`config.mk`:
```
export PLATFORM = sky130hd
export DESIGN_NAME = clock_stopwatch_seven_segment
export DESIGN_NICKNAME = d
export VERILOG_FILES = /design/src/rtl/core/csw_pkg.sv /design/src/rtl/core/csw_csr.sv /design/src/rtl/core/csw_core.sv /design/src/rtl/core/clock_stopwatch_seven_segment.sv
export SDC_FILE = /design/constraint.sdc
export NUM_CORES = 1
export LEC_CHECK = 0
export ABC_AREA = 1
export BUFFER_PORTS_ARGS = -buffer_cell sky130_fd_sc_hd__buf_4
export CORE_MARGIN = 4
export CORE_UTILIZATION = 50
export DETAILED_ROUTE_END_ITERATION = 12
export PLACE_DENSITY = 0.69
export SLEW_MARGIN = 10
export SYNTH_ARGS = -nofsm -noshare
export SYNTH_HDL_FRONTEND = slang
export SYNTH_HIERARCHICAL = 1
export SYNTH_SLANG_ARGS = --single-unit
```
`constraint.sdc`:
```
create_clock -name clock -period 4.11 [get_ports clock]
set_clock_uncertainty 0.2 [all_clocks]
set_input_delay 0.6165 -clock clock [delete_from_list [all_inputs] [get_ports clock]]
set_output_delay 0.6165 -clock clock [all_outputs]
set_load 0.03 [all_outputs]
```
`src/rtl/core/csw_pkg.sv`:
```
`timescale 1ns / 1ps

package csw_pkg;

   // Operation codes carried in the request tuser field.
   typedef enum logic [1:0] {
      OP_TICK   = 2'd0,
      OP_KEY    = 2'd1,
      OP_SWITCH = 2'd2
   } csw_op_type;

   // Register index of ticks_per_second (register address bit 2).
   localparam logic CSW_REG_TICKS_PER_SECOND = 1'b0;

   // Reset value of ticks_per_second.
   localparam logic [15:0] CSW_TICKS_RESET = 16'd1000;

   // Wrap limits of the time units.
   localparam logic [5:0] CSW_MAX_SIXTY = 6'd59;
   localparam logic [5:0] CSW_MAX_HOUR  = 6'd23;

   // Key edge bit positions.
   localparam int unsigned KEY_RESET  = 0;
   localparam int unsigned KEY_UP     = 1;
   localparam int unsigned KEY_DOWN   = 2;
   localparam int unsigned KEY_SELECT = 3;

   // Switch edge bit positions.
   localparam int unsigned SW_VIEW   = 0;
   localparam int unsigned SW_ADJUST = 1;

   // One request transaction.
   typedef struct packed {
      csw_op_type op;
      logic [3:0] keys;
      logic [1:0] switches;
   } csw_item_type;

   // One response transaction.
   typedef struct packed {
      logic [31:0] display_word;
      logic        display_updated;
      logic        reset_request;
   } csw_result_type;

   // Segment pattern of one decimal digit; codes above nine show a zero.
   function automatic logic [7:0] seg_digit(input logic [3:0] digit);
      logic [7:0] seg;
      case (digit)
         4'd0:    seg = 8'h3F;
         4'd1:    seg = 8'h06;
         4'd2:    seg = 8'h5B;
         4'd3:    seg = 8'h4F;
         4'd4:    seg = 8'h66;
         4'd5:    seg = 8'h6D;
         4'd6:    seg = 8'h7C;
         4'd7:    seg = 8'h07;
         4'd8:    seg = 8'h7F;
         4'd9:    seg = 8'h67;
         default: seg = 8'h3F;
      endcase
      return seg;
   endfunction

   // Two digit bytes for a value below 64: tens in the upper byte.
   function automatic logic [15:0] seg_pair(input logic [5:0] value);
      logic [2:0] tens;
      logic [5:0] ones;
      if (value >= 6'd60)      tens = 3'd6;
      else if (value >= 6'd50) tens = 3'd5;
      else if (value >= 6'd40) tens = 3'd4;
      else if (value >= 6'd30) tens = 3'd3;
      else if (value >= 6'd20) tens = 3'd2;
      else if (value >= 6'd10) tens = 3'd1;
      else                     tens = 3'd0;
      ones = value - ({3'b000, tens} * 6'd10);
      return {seg_digit({1'b0, tens}), seg_digit(ones[3:0])};
   endfunction

   // Display word: left pair in the upper half, right pair in the lower.
   function automatic logic [31:0] build_word(input logic [5:0] left, input logic [5:0] right);
      return {seg_pair(left), seg_pair(right)};
   endfunction

   // Increment with wrap to zero above the limit.
   function automatic logic [5:0] wrap_inc(input logic [5:0] value, input logic [5:0] limit);
      return (value >= limit) ? 6'd0 : value + 6'd1;
   endfunction

   // Decrement with wrap to the limit below zero.
   function automatic logic [5:0] wrap_dec(input logic [5:0] value, input logic [5:0] limit);
      return (value == 6'd0 || value > limit) ? limit : value - 6'd1;
   endfunction

endpackage

```
`src/rtl/core/csw_csr.sv`:
```
`timescale 1ns / 1ps

module csw_csr
   import csw_pkg::*;
(
   input  logic        clock,
   input  logic        reset,
   input  logic        csr_psel,
   input  logic        csr_penable,
   input  logic        csr_pwrite,
   input  logic [2:0]  csr_paddr,
   input  logic [31:0] csr_pwdata,
   output logic [31:0] csr_prdata,
   output logic        csr_pready,
   output logic [15:0] ticks_per_second
);

   logic [15:0] tps_ff;
   logic [15:0] tps_in;
   logic        wr_en;

   // A write completes in the access phase; the port never stalls.
   assign csr_pready = 1'b1;
   assign wr_en = csr_psel & csr_penable & csr_pwrite & csr_pready;

   always_comb begin
      tps_in = tps_ff;
      if (wr_en && csr_paddr[2] == CSW_REG_TICKS_PER_SECOND) begin
         tps_in = csr_pwdata[15:0];
      end
   end

   always_ff @(posedge clock) begin
      if (reset) begin
         tps_ff <= CSW_TICKS_RESET;
      end else begin
         tps_ff <= tps_in;
      end
   end

   // Read decode; addresses past the register list read as zero.
   always_comb begin
      unique case (csr_paddr[2])
         CSW_REG_TICKS_PER_SECOND: csr_prdata = {16'h0000, tps_ff};
         default:                  csr_prdata = 32'h0000_0000;
      endcase
   end

   assign ticks_per_second = tps_ff;

endmodule

```
`src/rtl/core/csw_core.sv`:
```
`timescale 1ns / 1ps

module csw_core
   import csw_pkg::*;
(
   input  logic           clock,
   input  logic           reset,
   input  logic           fire,
   input  csw_item_type   item,
   input  logic [15:0]    ticks_per_second,
   output csw_result_type result
);

   logic [15:0] tick_count_ff,    tick_count_in;
   logic [5:0]  clock_seconds_ff, clock_seconds_in;
   logic [5:0]  clock_minutes_ff, clock_minutes_in;
   logic [4:0]  clock_hours_ff,   clock_hours_in;
   logic [5:0]  watch_seconds_ff, watch_seconds_in;
   logic [5:0]  watch_minutes_ff, watch_minutes_in;
   logic        show_clock_ff,    show_clock_in;
   logic        adjust_mode_ff,   adjust_mode_in;
   logic        watch_running_ff, watch_running_in;
   logic        hours_sel_ff,     hours_sel_in;
   logic [31:0] shown_word_ff,    shown_word_in;

   logic [16:0] tick_next;
   logic [5:0]  hours_next;
   logic [5:0]  unit_cur;
   logic [5:0]  unit_up;
   logic [5:0]  unit_adj;
   logic        updated;
   logic        reset_req;

   // Next state of the clock, stopwatch and mode flags for one transaction.
   always_comb begin
      tick_count_in    = tick_count_ff;
      clock_seconds_in = clock_seconds_ff;
      clock_minutes_in = clock_minutes_ff;
      clock_hours_in   = clock_hours_ff;
      watch_seconds_in = watch_seconds_ff;
      watch_minutes_in = watch_minutes_ff;
      show_clock_in    = show_clock_ff;
      adjust_mode_in   = adjust_mode_ff;
      watch_running_in = watch_running_ff;
      hours_sel_in     = hours_sel_ff;
      shown_word_in    = shown_word_ff;
      updated          = 1'b0;
      reset_req        = 1'b0;
      tick_next        = {1'b0, tick_count_ff} + 17'd1;
      hours_next       = wrap_inc({1'b0, clock_hours_ff}, CSW_MAX_HOUR);
      unit_cur         = '0;
      unit_up          = '0;
      unit_adj         = '0;

      case (item.op)
         OP_TICK: begin
            if (tick_next >= {1'b0, ticks_per_second}) begin
               // Full second: advance the clock, then the stopwatch if running.
               tick_count_in = 16'd0;
               updated       = 1'b1;
               if (clock_seconds_ff >= CSW_MAX_SIXTY) begin
                  clock_seconds_in = 6'd0;
                  if (clock_minutes_ff >= CSW_MAX_SIXTY) begin
                     clock_minutes_in = 6'd0;
                     clock_hours_in   = hours_next[4:0];
                  end else begin
                     clock_minutes_in = clock_minutes_ff + 6'd1;
                  end
               end else begin
                  clock_seconds_in = clock_seconds_ff + 6'd1;
               end
               if (watch_running_ff) begin
                  if (watch_seconds_ff >= CSW_MAX_SIXTY) begin
                     watch_seconds_in = 6'd0;
                     watch_minutes_in = wrap_inc(watch_minutes_ff, CSW_MAX_SIXTY);
                  end else begin
                     watch_seconds_in = watch_seconds_ff + 6'd1;
                  end
               end
               if (show_clock_ff) begin
                  shown_word_in = build_word({1'b0, clock_hours_in}, clock_minutes_in);
               end else begin
                  shown_word_in = build_word(watch_minutes_in, watch_seconds_in);
               end
            end else begin
               tick_count_in = tick_next[15:0];
            end
         end
         OP_KEY: begin
            if (item.keys[KEY_RESET]) begin
               reset_req = 1'b1;
            end else if (adjust_mode_ff && show_clock_ff) begin
               // Select toggles first, then up and down act on the selected unit.
               hours_sel_in = hours_sel_ff ^ item.keys[KEY_SELECT];
               if (hours_sel_in) begin
                  unit_cur = {1'b0, clock_hours_ff};
                  unit_up  = item.keys[KEY_UP] ? wrap_inc(unit_cur, CSW_MAX_HOUR) : unit_cur;
                  unit_adj = item.keys[KEY_DOWN] ? wrap_dec(unit_up, CSW_MAX_HOUR) : unit_up;
                  clock_hours_in = unit_adj[4:0];
               end else begin
                  unit_cur = clock_minutes_ff;
                  unit_up  = item.keys[KEY_UP] ? wrap_inc(unit_cur, CSW_MAX_SIXTY) : unit_cur;
                  unit_adj = item.keys[KEY_DOWN] ? wrap_dec(unit_up, CSW_MAX_SIXTY) : unit_up;
                  clock_minutes_in = unit_adj;
               end
            end else if (!show_clock_ff) begin
               // Stopwatch keys: start over pause over stop-and-clear.
               if (item.keys[KEY_UP]) begin
                  watch_running_in = 1'b1;
               end else if (item.keys[KEY_DOWN]) begin
                  watch_running_in = 1'b0;
               end else if (item.keys[KEY_SELECT]) begin
                  watch_running_in = 1'b0;
                  watch_seconds_in = 6'd0;
                  watch_minutes_in = 6'd0;
               end
            end
         end
         OP_SWITCH: begin
            if (item.switches[SW_VIEW]) begin
               show_clock_in = ~show_clock_ff;
            end else if (item.switches[SW_ADJUST]) begin
               adjust_mode_in = ~adjust_mode_ff;
            end
         end
         default: begin
         end
      endcase
   end

   // State registers advance once per transaction.
   always_ff @(posedge clock) begin
      if (reset) begin
         tick_count_ff    <= 16'd0;
         clock_seconds_ff <= 6'd0;
         clock_minutes_ff <= 6'd0;
         clock_hours_ff   <= 5'd0;
         watch_seconds_ff <= 6'd0;
         watch_minutes_ff <= 6'd0;
         show_clock_ff    <= 1'b1;
         adjust_mode_ff   <= 1'b0;
         watch_running_ff <= 1'b0;
         hours_sel_ff     <= 1'b1;
         shown_word_ff    <= 32'h0000_0000;
      end else if (fire) begin
         tick_count_ff    <= tick_count_in;
         clock_seconds_ff <= clock_seconds_in;
         clock_minutes_ff <= clock_minutes_in;
         clock_hours_ff   <= clock_hours_in;
         watch_seconds_ff <= watch_seconds_in;
         watch_minutes_ff <= watch_minutes_in;
         show_clock_ff    <= show_clock_in;
         adjust_mode_ff   <= adjust_mode_in;
         watch_running_ff <= watch_running_in;
         hours_sel_ff     <= hours_sel_in;
         shown_word_ff    <= shown_word_in;
      end
   end

   assign result.display_word    = shown_word_in;
   assign result.display_updated = updated;
   assign result.reset_request   = reset_req;

endmodule

```
`src/rtl/core/clock_stopwatch_seven_segment.sv`:
```
`timescale 1ns / 1ps

// 24-hour clock with a minute:second stopwatch for a four-digit seven-segment
// display. Each request transaction (tick, key edges or switch edges) yields
// exactly one response transaction carrying the current display word. The
// block takes one transaction per clock cycle when not stalled; each passes
// through one input register, one pass of update logic and one result
// register. req_tready drops only when both registers are full and the
// response side stalls. ticks_per_second is written through the APB-style
// port at byte address 0 and should be changed only while the block is idle.
module clock_stopwatch_seven_segment
   import csw_pkg::*;
(
   input  logic        clock,
   input  logic        reset,
   // Request channel.
   input  logic        req_tvalid,
   output logic        req_tready,
   input  logic [7:0]  req_tdata,   // [3:0] key_edges, [5:4] switch_edges, [7:6] zero
   input  logic [1:0]  req_tuser,   // [1:0] operation
   // Response channel.
   output logic        rsp_tvalid,
   input  logic        rsp_tready,
   output logic [31:0] rsp_tdata,   // [31:0] display_word
   output logic [1:0]  rsp_tuser,   // [0] display_updated, [1] reset_request
   // Configuration port.
   input  logic        csr_psel,
   input  logic        csr_penable,
   input  logic        csr_pwrite,
   input  logic [2:0]  csr_paddr,
   input  logic [31:0] csr_pwdata,
   output logic [31:0] csr_prdata,
   output logic        csr_pready
);

   logic           in_valid_ff,  in_valid_in;
   csw_item_type   in_item_ff;
   logic           out_valid_ff, out_valid_in;
   csw_result_type out_result_ff;
   csw_result_type result;
   logic           advance;
   logic           fire;
   logic [15:0]    ticks_per_second;

   csw_csr u_csr (
      .clock            (clock),
      .reset            (reset),
      .csr_psel         (csr_psel),
      .csr_penable      (csr_penable),
      .csr_pwrite       (csr_pwrite),
      .csr_paddr        (csr_paddr),
      .csr_pwdata       (csr_pwdata),
      .csr_prdata       (csr_prdata),
      .csr_pready       (csr_pready),
      .ticks_per_second (ticks_per_second)
   );

   csw_core u_core (
      .clock            (clock),
      .reset            (reset),
      .fire             (fire),
      .item             (in_item_ff),
      .ticks_per_second (ticks_per_second),
      .result           (result)
   );

   // The pipeline moves when the result register is empty or being drained.
   assign advance    = ~out_valid_ff | rsp_tready;
   assign fire       = in_valid_ff & advance;
   assign req_tready = ~in_valid_ff | advance;

   always_comb begin
      in_valid_in  = req_tready ? req_tvalid : in_valid_ff;
      out_valid_in = advance ? in_valid_ff : out_valid_ff;
   end

   // Valid flags of the input and result registers.
   always_ff @(posedge clock) begin
      if (reset) begin
         in_valid_ff  <= 1'b0;
         out_valid_ff <= 1'b0;
      end else begin
         in_valid_ff  <= in_valid_in;
         out_valid_ff <= out_valid_in;
      end
   end

   // Payload registers load on their own handshakes.
   always_ff @(posedge clock) begin
      if (req_tvalid && req_tready) begin
         in_item_ff.op       <= csw_op_type'(req_tuser);
         in_item_ff.keys     <= req_tdata[3:0];
         in_item_ff.switches <= req_tdata[5:4];
      end
      if (fire) begin
         out_result_ff <= result;
      end
   end

   assign rsp_tvalid   = out_valid_ff;
   assign rsp_tdata    = out_result_ff.display_word;
   assign rsp_tuser[0] = out_result_ff.display_updated;
   assign rsp_tuser[1] = out_result_ff.reset_request;

endmodule
```
==> Word level (Yosys, flattened, before mapping) <==
Memory sizes are Yosys's and may differ from the RTL's.
Index checks and enable logic that the tools add are counted.
{ "word_totals": {"register_bits": 141, "elab_cells": 212, "mem_count": 8, "mem_bits_rw": 0, "output_inout_bits": 69, "mem_bits_ro": 672, "latchBits": 0, "in_bits": 52} }
{ "mem_list": {"columns": ["name", "words", "width", "rd", "rd_clocked_by_memory_dff", "write_ports", "line_no", "rtl"], "rows": [
  ["(no name shown)", 16, 7, 1, 0, 0, "csw_pkg.sv:49", "case (digit)"],
  ["(no name shown)", 16, 7, 1, 0, 0, "csw_pkg.sv:49", null],
  ["(no name shown)", 16, 7, 1, 0, 0, "csw_pkg.sv:49", null],
  ["(no name shown)", 16, 7, 1, 0, 0, "csw_pkg.sv:49", null],
  ["(no name shown)", 8, 7, 1, 0, 0, "csw_pkg.sv:49", null],
  ["(no name shown)", 8, 7, 1, 0, 0, "csw_pkg.sv:49", null],
  ["2 more memories", null, null, null, null, null, null, null]
]} }
{ "classes": {"mux": 91, "div_mod_pow": 0, "multipliers": 4, "eq_ne": 12, "addsub": 12, "n_shift": 0, "magnitude_cmp": 32, "n_reduce_logical": 19, "n_bitwise": 14} }
{ "ops": {"columns": ["operator", "count"], "rows": [
  ["two-way mux 6 bit", 31],
  ["two-way mux 3 bit", 32],
  ["two-way mux 32 bit", 3],
  ["greater-or-equal comparator 6 bit (second input constant)", 13],
  ["two-way mux 5 bit", 10],
  ["greater-or-equal comparator 6 x 5 -> 1 bit (second input constant)", 6],
  ["one-hot mux 6 bit (2 select lines)", 3],
  ["two-way mux 16 bit", 2],
  ["adder 6 x 1 -> 6 bit (second input constant)", 4],
  ["greater-or-equal comparator 5 x 6 -> 1 bit (second input constant)", 3],
  ["greater-or-equal comparator 6 x 4 -> 1 bit (second input constant)", 3],
  ["AND reduction 6 bit", 3],
  ["adder 16 x 1 -> 17 bit (second input constant)", 1],
  ["greater-or-equal comparator 17 x 16 -> 1 bit", 1],
  ["subtractor 4 bit", 4],
  ["greater-or-equal comparator 5 bit (second input constant)", 3],
  ["!= test 2 bit (second input constant)", 7],
  ["logical NOT 6 bit", 2],
  ["multiplier 3 x 3 -> 3 bit (second input constant)", 4],
  ["one-hot mux 5 bit (2 select lines)", 1],
  ["two-way mux 1 bit", 9],
  ["AND reduction 9 bit", 1],
  ["inverter 1 bit", 8],
  ["AND reduction 4 bit", 2],
  ["other kinds (19)", 28]
]} }

==> Depth between registers and ports, before layout <==
An unclocked memory read counts as a cell.
{ "depth": {"ltp_word": 22, "mapped_depth": 28, "mapped_depth_nobuf": 28} }

==> Hierarchy <==
Netlist, hierarchy kept.
{ "by_module_without_submodules": {"columns": ["mod", "n_inst", "area_each_um2", "cells_each", "seq_area_each_um2"], "rows": [
  ["csw_core", 1, 7717.4, 1222, 1621.6],
  ["clock_stopwatch_seven_segment", 1, 1352.5, 54, 1301.2],
  ["csw_csr", 1, 974.7, 150, 320.3]
]} }

==> Worst setup path before layout <==
Ideal clock, no wire load.
{ "synth_path": {"kind": "input to register", "startpoint": "input port rsp_tready", "endpoint": "register u_core.clock_minutes_ff[2]", "setup_time_ns": 0.120, "path_slack_ns": 0.163, "path_buffers": 1, "arrival_ns": 3.627, "cell_stages": 12, "cell_sequence": "inv_1 > a21oi_1 > clkbuf_1 > inv_1 > nor2_1 > nand2_1 > inv_1 > nand2_1 > nor2_1 > inv_1 > o21ai_0 > a21oi_1"} }
{ "synth_between": {"elab_chain_cells": 3} }
{ "synth_rtl": {"columns": ["element", "line_no", "rtl"], "rows": [
  ["start: declaration", "clock_stopwatch_seven_segment.sv:23", "input logic rsp_tready,"],
  ["bitwise OR 1 bit", "clock_stopwatch_seven_segment.sv:68", "assign advance = ~out_valid_ff | rsp_tready;"],
  ["AND 1 bit", "clock_stopwatch_seven_segment.sv:69", "assign fire = in_valid_ff & advance;"],
  ["net fire", "clock_stopwatch_seven_segment.sv:42", "logic fire;"],
  ["AND reduction 6 bit (no line)", null, null],
  ["end signal: assignment", "csw_core.sv:148", "clock_minutes_ff <= clock_minutes_in;"],
  ["end: declaration", "csw_core.sv:16", "logic [5:0] clock_minutes_ff, clock_minutes_in;"]
]} }
The timed path passes the listed nets, and every way through them passes these cells.
A chain may end at the register's enable or synchronous reset.

==> results.md <==
- Top FF cell, synth: dfxtp_1
- Crit Path Max Fanout: 10
- Peak Freq: 263 MHz
- Hold Vio Cnt, Final: 0
- Core Util, Final: 59.1%
- Crit path kind: reg -> reg
- Worst endpoint required time: 4.09 ns
- Max Cap Viol: 0
- Hold WC Path Type: in -> reg
- Finish-stage setup viols: 0
- Crit share post-route: 92.6%
- Die height: 150 um
- Crit path time final: 3.80 ns
- Drt drc: 0
- Avg WL per Cell: 13.1 um
- Mapped Cells: 1426
- Ys Warns: 6
- Number of hold buffers added after CTS: 0
- Final Power: 3.61 mW
- Starting DRT DRC Count: 591
- Worst-path clk slew: 0.06 ns
- Clock Path Buffers: 2
- Starting Density: 51.3%
- Worst vdd ir: 0.282 mV
- Port Buffers: 83
- I/O Pins: 121
- Die Wd: 150 um
- Initial antenna violation count: 0
- Slew headroom: 48.4%
- GP Congestion: 0.912
- Measured slew at the worst slew-check pin: 0.768 ns
- Worst EP arrival: 3.78 ns
- Dpl hpwl: 17200 um
- Post-Layout Inst Area: 0.0116 sq mm
- CTS tree: built
- Layout Nets: 1621
- Overall routing resource usage: 21.1%
- Place WS: 0.204 ns
- Clock sink count: 141
- DRT Pass-1 Iters: 5
- Vias in the first global route: 8248
- Global-route wire length before repair: 38800 um
- Power per standard cell area: 311 mW/mm^2
- CTS HTree Levels: 4
- Worst setup EP type: register
- Vias/cell: 5.10
- Post-synth EDFFs: 42
- Placed inst area: 0.0109 sq mm
- Type of origin of the critical path: register
- Slew Viols, Final: 0
- Grt total ovfl: 0
- FF+latch count, synth: 141
- Antenna cell count: 0
- Status: completed
- Largest net degree at the start of global routing: 58
- Antenna-violating nets left: 0
- Synth cell types: 60
- Core region area: 0.0196 sq mm
- Setup ws final: 0.305 ns
- Final hold slack: 0.164 ns
- Async S/R FF share, synth: 0%
- Leakage power: 5.49 nW
- Mapped Area: 0.0100 sq mm
- Clock root buffer: clkbuf_16
- Final Instance Count excl. Fillers: 1779
- DIE AREA: 0.0224 sq mm
- Share of cells above drive strength 1: 17.4%
- # placed instances: 1744
- Number of CTS-inserted buffers: 17
- Register area share after synthesis: 32.3%
- Avg Inst Size Synth: 7.04 sq um
- Setup TNS: 0 ns
- WL final: 23300 um
- Rows: 51
- Worst-Skew Late Latency: 0.42 ns
- Area grow syn2layout: 15.3%
- Via count: 9072
-- layout by cell type, fill, tap and decap left out, types with 16 or more instances in the layout --
| cell type | count |
|---|---|
| nand2_1 | 320 |
| inv_1 | 194 |
| nor2_1 | 120 |
| nand3_1 | 102 |
| buf_4 | 100 |
| dfxtp_1 | 98 |
| a21oi_1 | 86 |
| o21ai_0 | 72 |
| ha_1 | 63 |
| edfxtp_1 | 42 |
| nand2_2 | 31 |
| nand4_1 | 24 |
| o21ai_1 | 19 |
| clkbuf_16 | 17 |
| nor2_2 | 17 |
| conb_1 | 17 |
| inv_2 | 16 |
-- registers in the layout (all words and copies together) (netlist names), 2 cells and up --
| name | flops |
|---|---|
| u_csr/ticks_per_second | 16 |
| u_core/watch_minutes_ff | 6 |
| rsp_tuser | 2 |
| u_core/watch_seconds_ff | 6 |
| u_core/clock_minutes_ff | 6 |
| u_core/clock_hours_ff | 5 |
| in_item_ff | 8 |
| u_core/tick_count_ff | 16 |
| u_core/clock_seconds_ff | 6 |
| u_core/shown_word_ff | 32 |
| rsp_tdata | 32 |
-- per-layer routing --
metal,GRT usage [%],vias up,routed length (um)
li1,-,4727,-
met2,36.6,189,11400
met4,6.54,0,358
met5,0,-,0
met3,3.09,23,981
met1,27.3,4133,10600
-- final cells by class --
class / count / area (sq um)
clock inverters: 14 / 181
multi-input cells: 1021 / 5770
well taps: 265 / 332
clock buffers: 18 / 429
repair buffers: 105 / 818
flip-flops and latches: 141 / 3240
fillers: 1856 / 8010
inverters: 215 / 813
-- final timing paths --
kind | depth (start not counted) | endpoint | slack (ns) | startpoint
worst max register to register | 24 | rsp_tdata[22] | 0.31 | u_core/watch_seconds_ff[0]
worst min-delay path | 1 | in_item_ff[4] | 0.16 | req_tdata[2]
worst min register to register | 2 | u_core/shown_word_ff[9] | 0.26 | u_core/shown_word_ff[9]
worst max-delay path | 24 | rsp_tdata[22] | 0.31 | u_core/watch_seconds_ff[0]
-- report_power, final --
| part | switching, mW | internal (mW) | total, mW | leakage [nW] |
|---|---|---|---|---|
| logic | 0.329 | 0.171 | 0.500 | 3.99 |
| registers | 0.0266 | 1.46 | 1.49 | 1.21 |
| clock network | 0.647 | 0.967 | 1.61 | 0.285 |
-- cell usage after synthesis, types with 17 or more instances --
cell | number | area share, %
a21oi_1 | 87 | 4.3
buf_4 | 24 | 1.8
clkbuf_1 | 22 | 0.82
dfxtp_1 | 99 | 20
edfxtp_1 | 42 | 13
ha_1 | 64 | 8.0
inv_1 | 196 | 7.3
nand2_1 | 322 | 12
nand2_2 | 31 | 1.9
nand3_1 | 103 | 5.1
nand4_1 | 24 | 1.5
nor2_1 | 122 | 4.6
o21ai_0 | 74 | 3.7
o21ai_1 | 17 | 0.85
-- critical path, cell delays in order (launching register included) --
cell	delay, ns
dfxtp_2	0.33
ha_1	0.20
inv_1	0.10
nand2_4	0.10
nand2_8	0.14
inv_4	0.06
nand2_2	0.08
nand2_4	0.08
nor2_1	0.17
a21oi_1	0.10
nand2_1	0.12
nand2_1	0.07
nand2_1	0.06
nand2_1	0.06
inv_1	0.09
ha_1	0.15
inv_1	0.06
fa_1	0.40
xor2_2	0.20
inv_1	0.07
nand2_2	0.14
nand2_1	0.09
nand2_1	0.07
nand3_1	0.14
a22o_1	0.26
-- logic make-up after synthesis --
group | count (synthesis) | synth area share [%]
multiplexers | 1 | 0.0997
AND/OR/NAND/NOR | 677 | 31.2
XOR/XNOR | 25 | 2.18
other | 2 | 0.0748
flip-flops | 141 | 32.3
AO/OA/AOI/OAI | 233 | 13.6
adder cells (fa/ha/maj) | 68 | 8.77
buffers and inverters | 279 | 11.8
-- what timing repair did --
item | in CTS | in global routing
gates resized for setup | 0 | 25
buffers inserted | 0 | 3
endpoints found under the setup margin | 0 | 80
No activity file was read; power rests on OpenSTA's default activity.
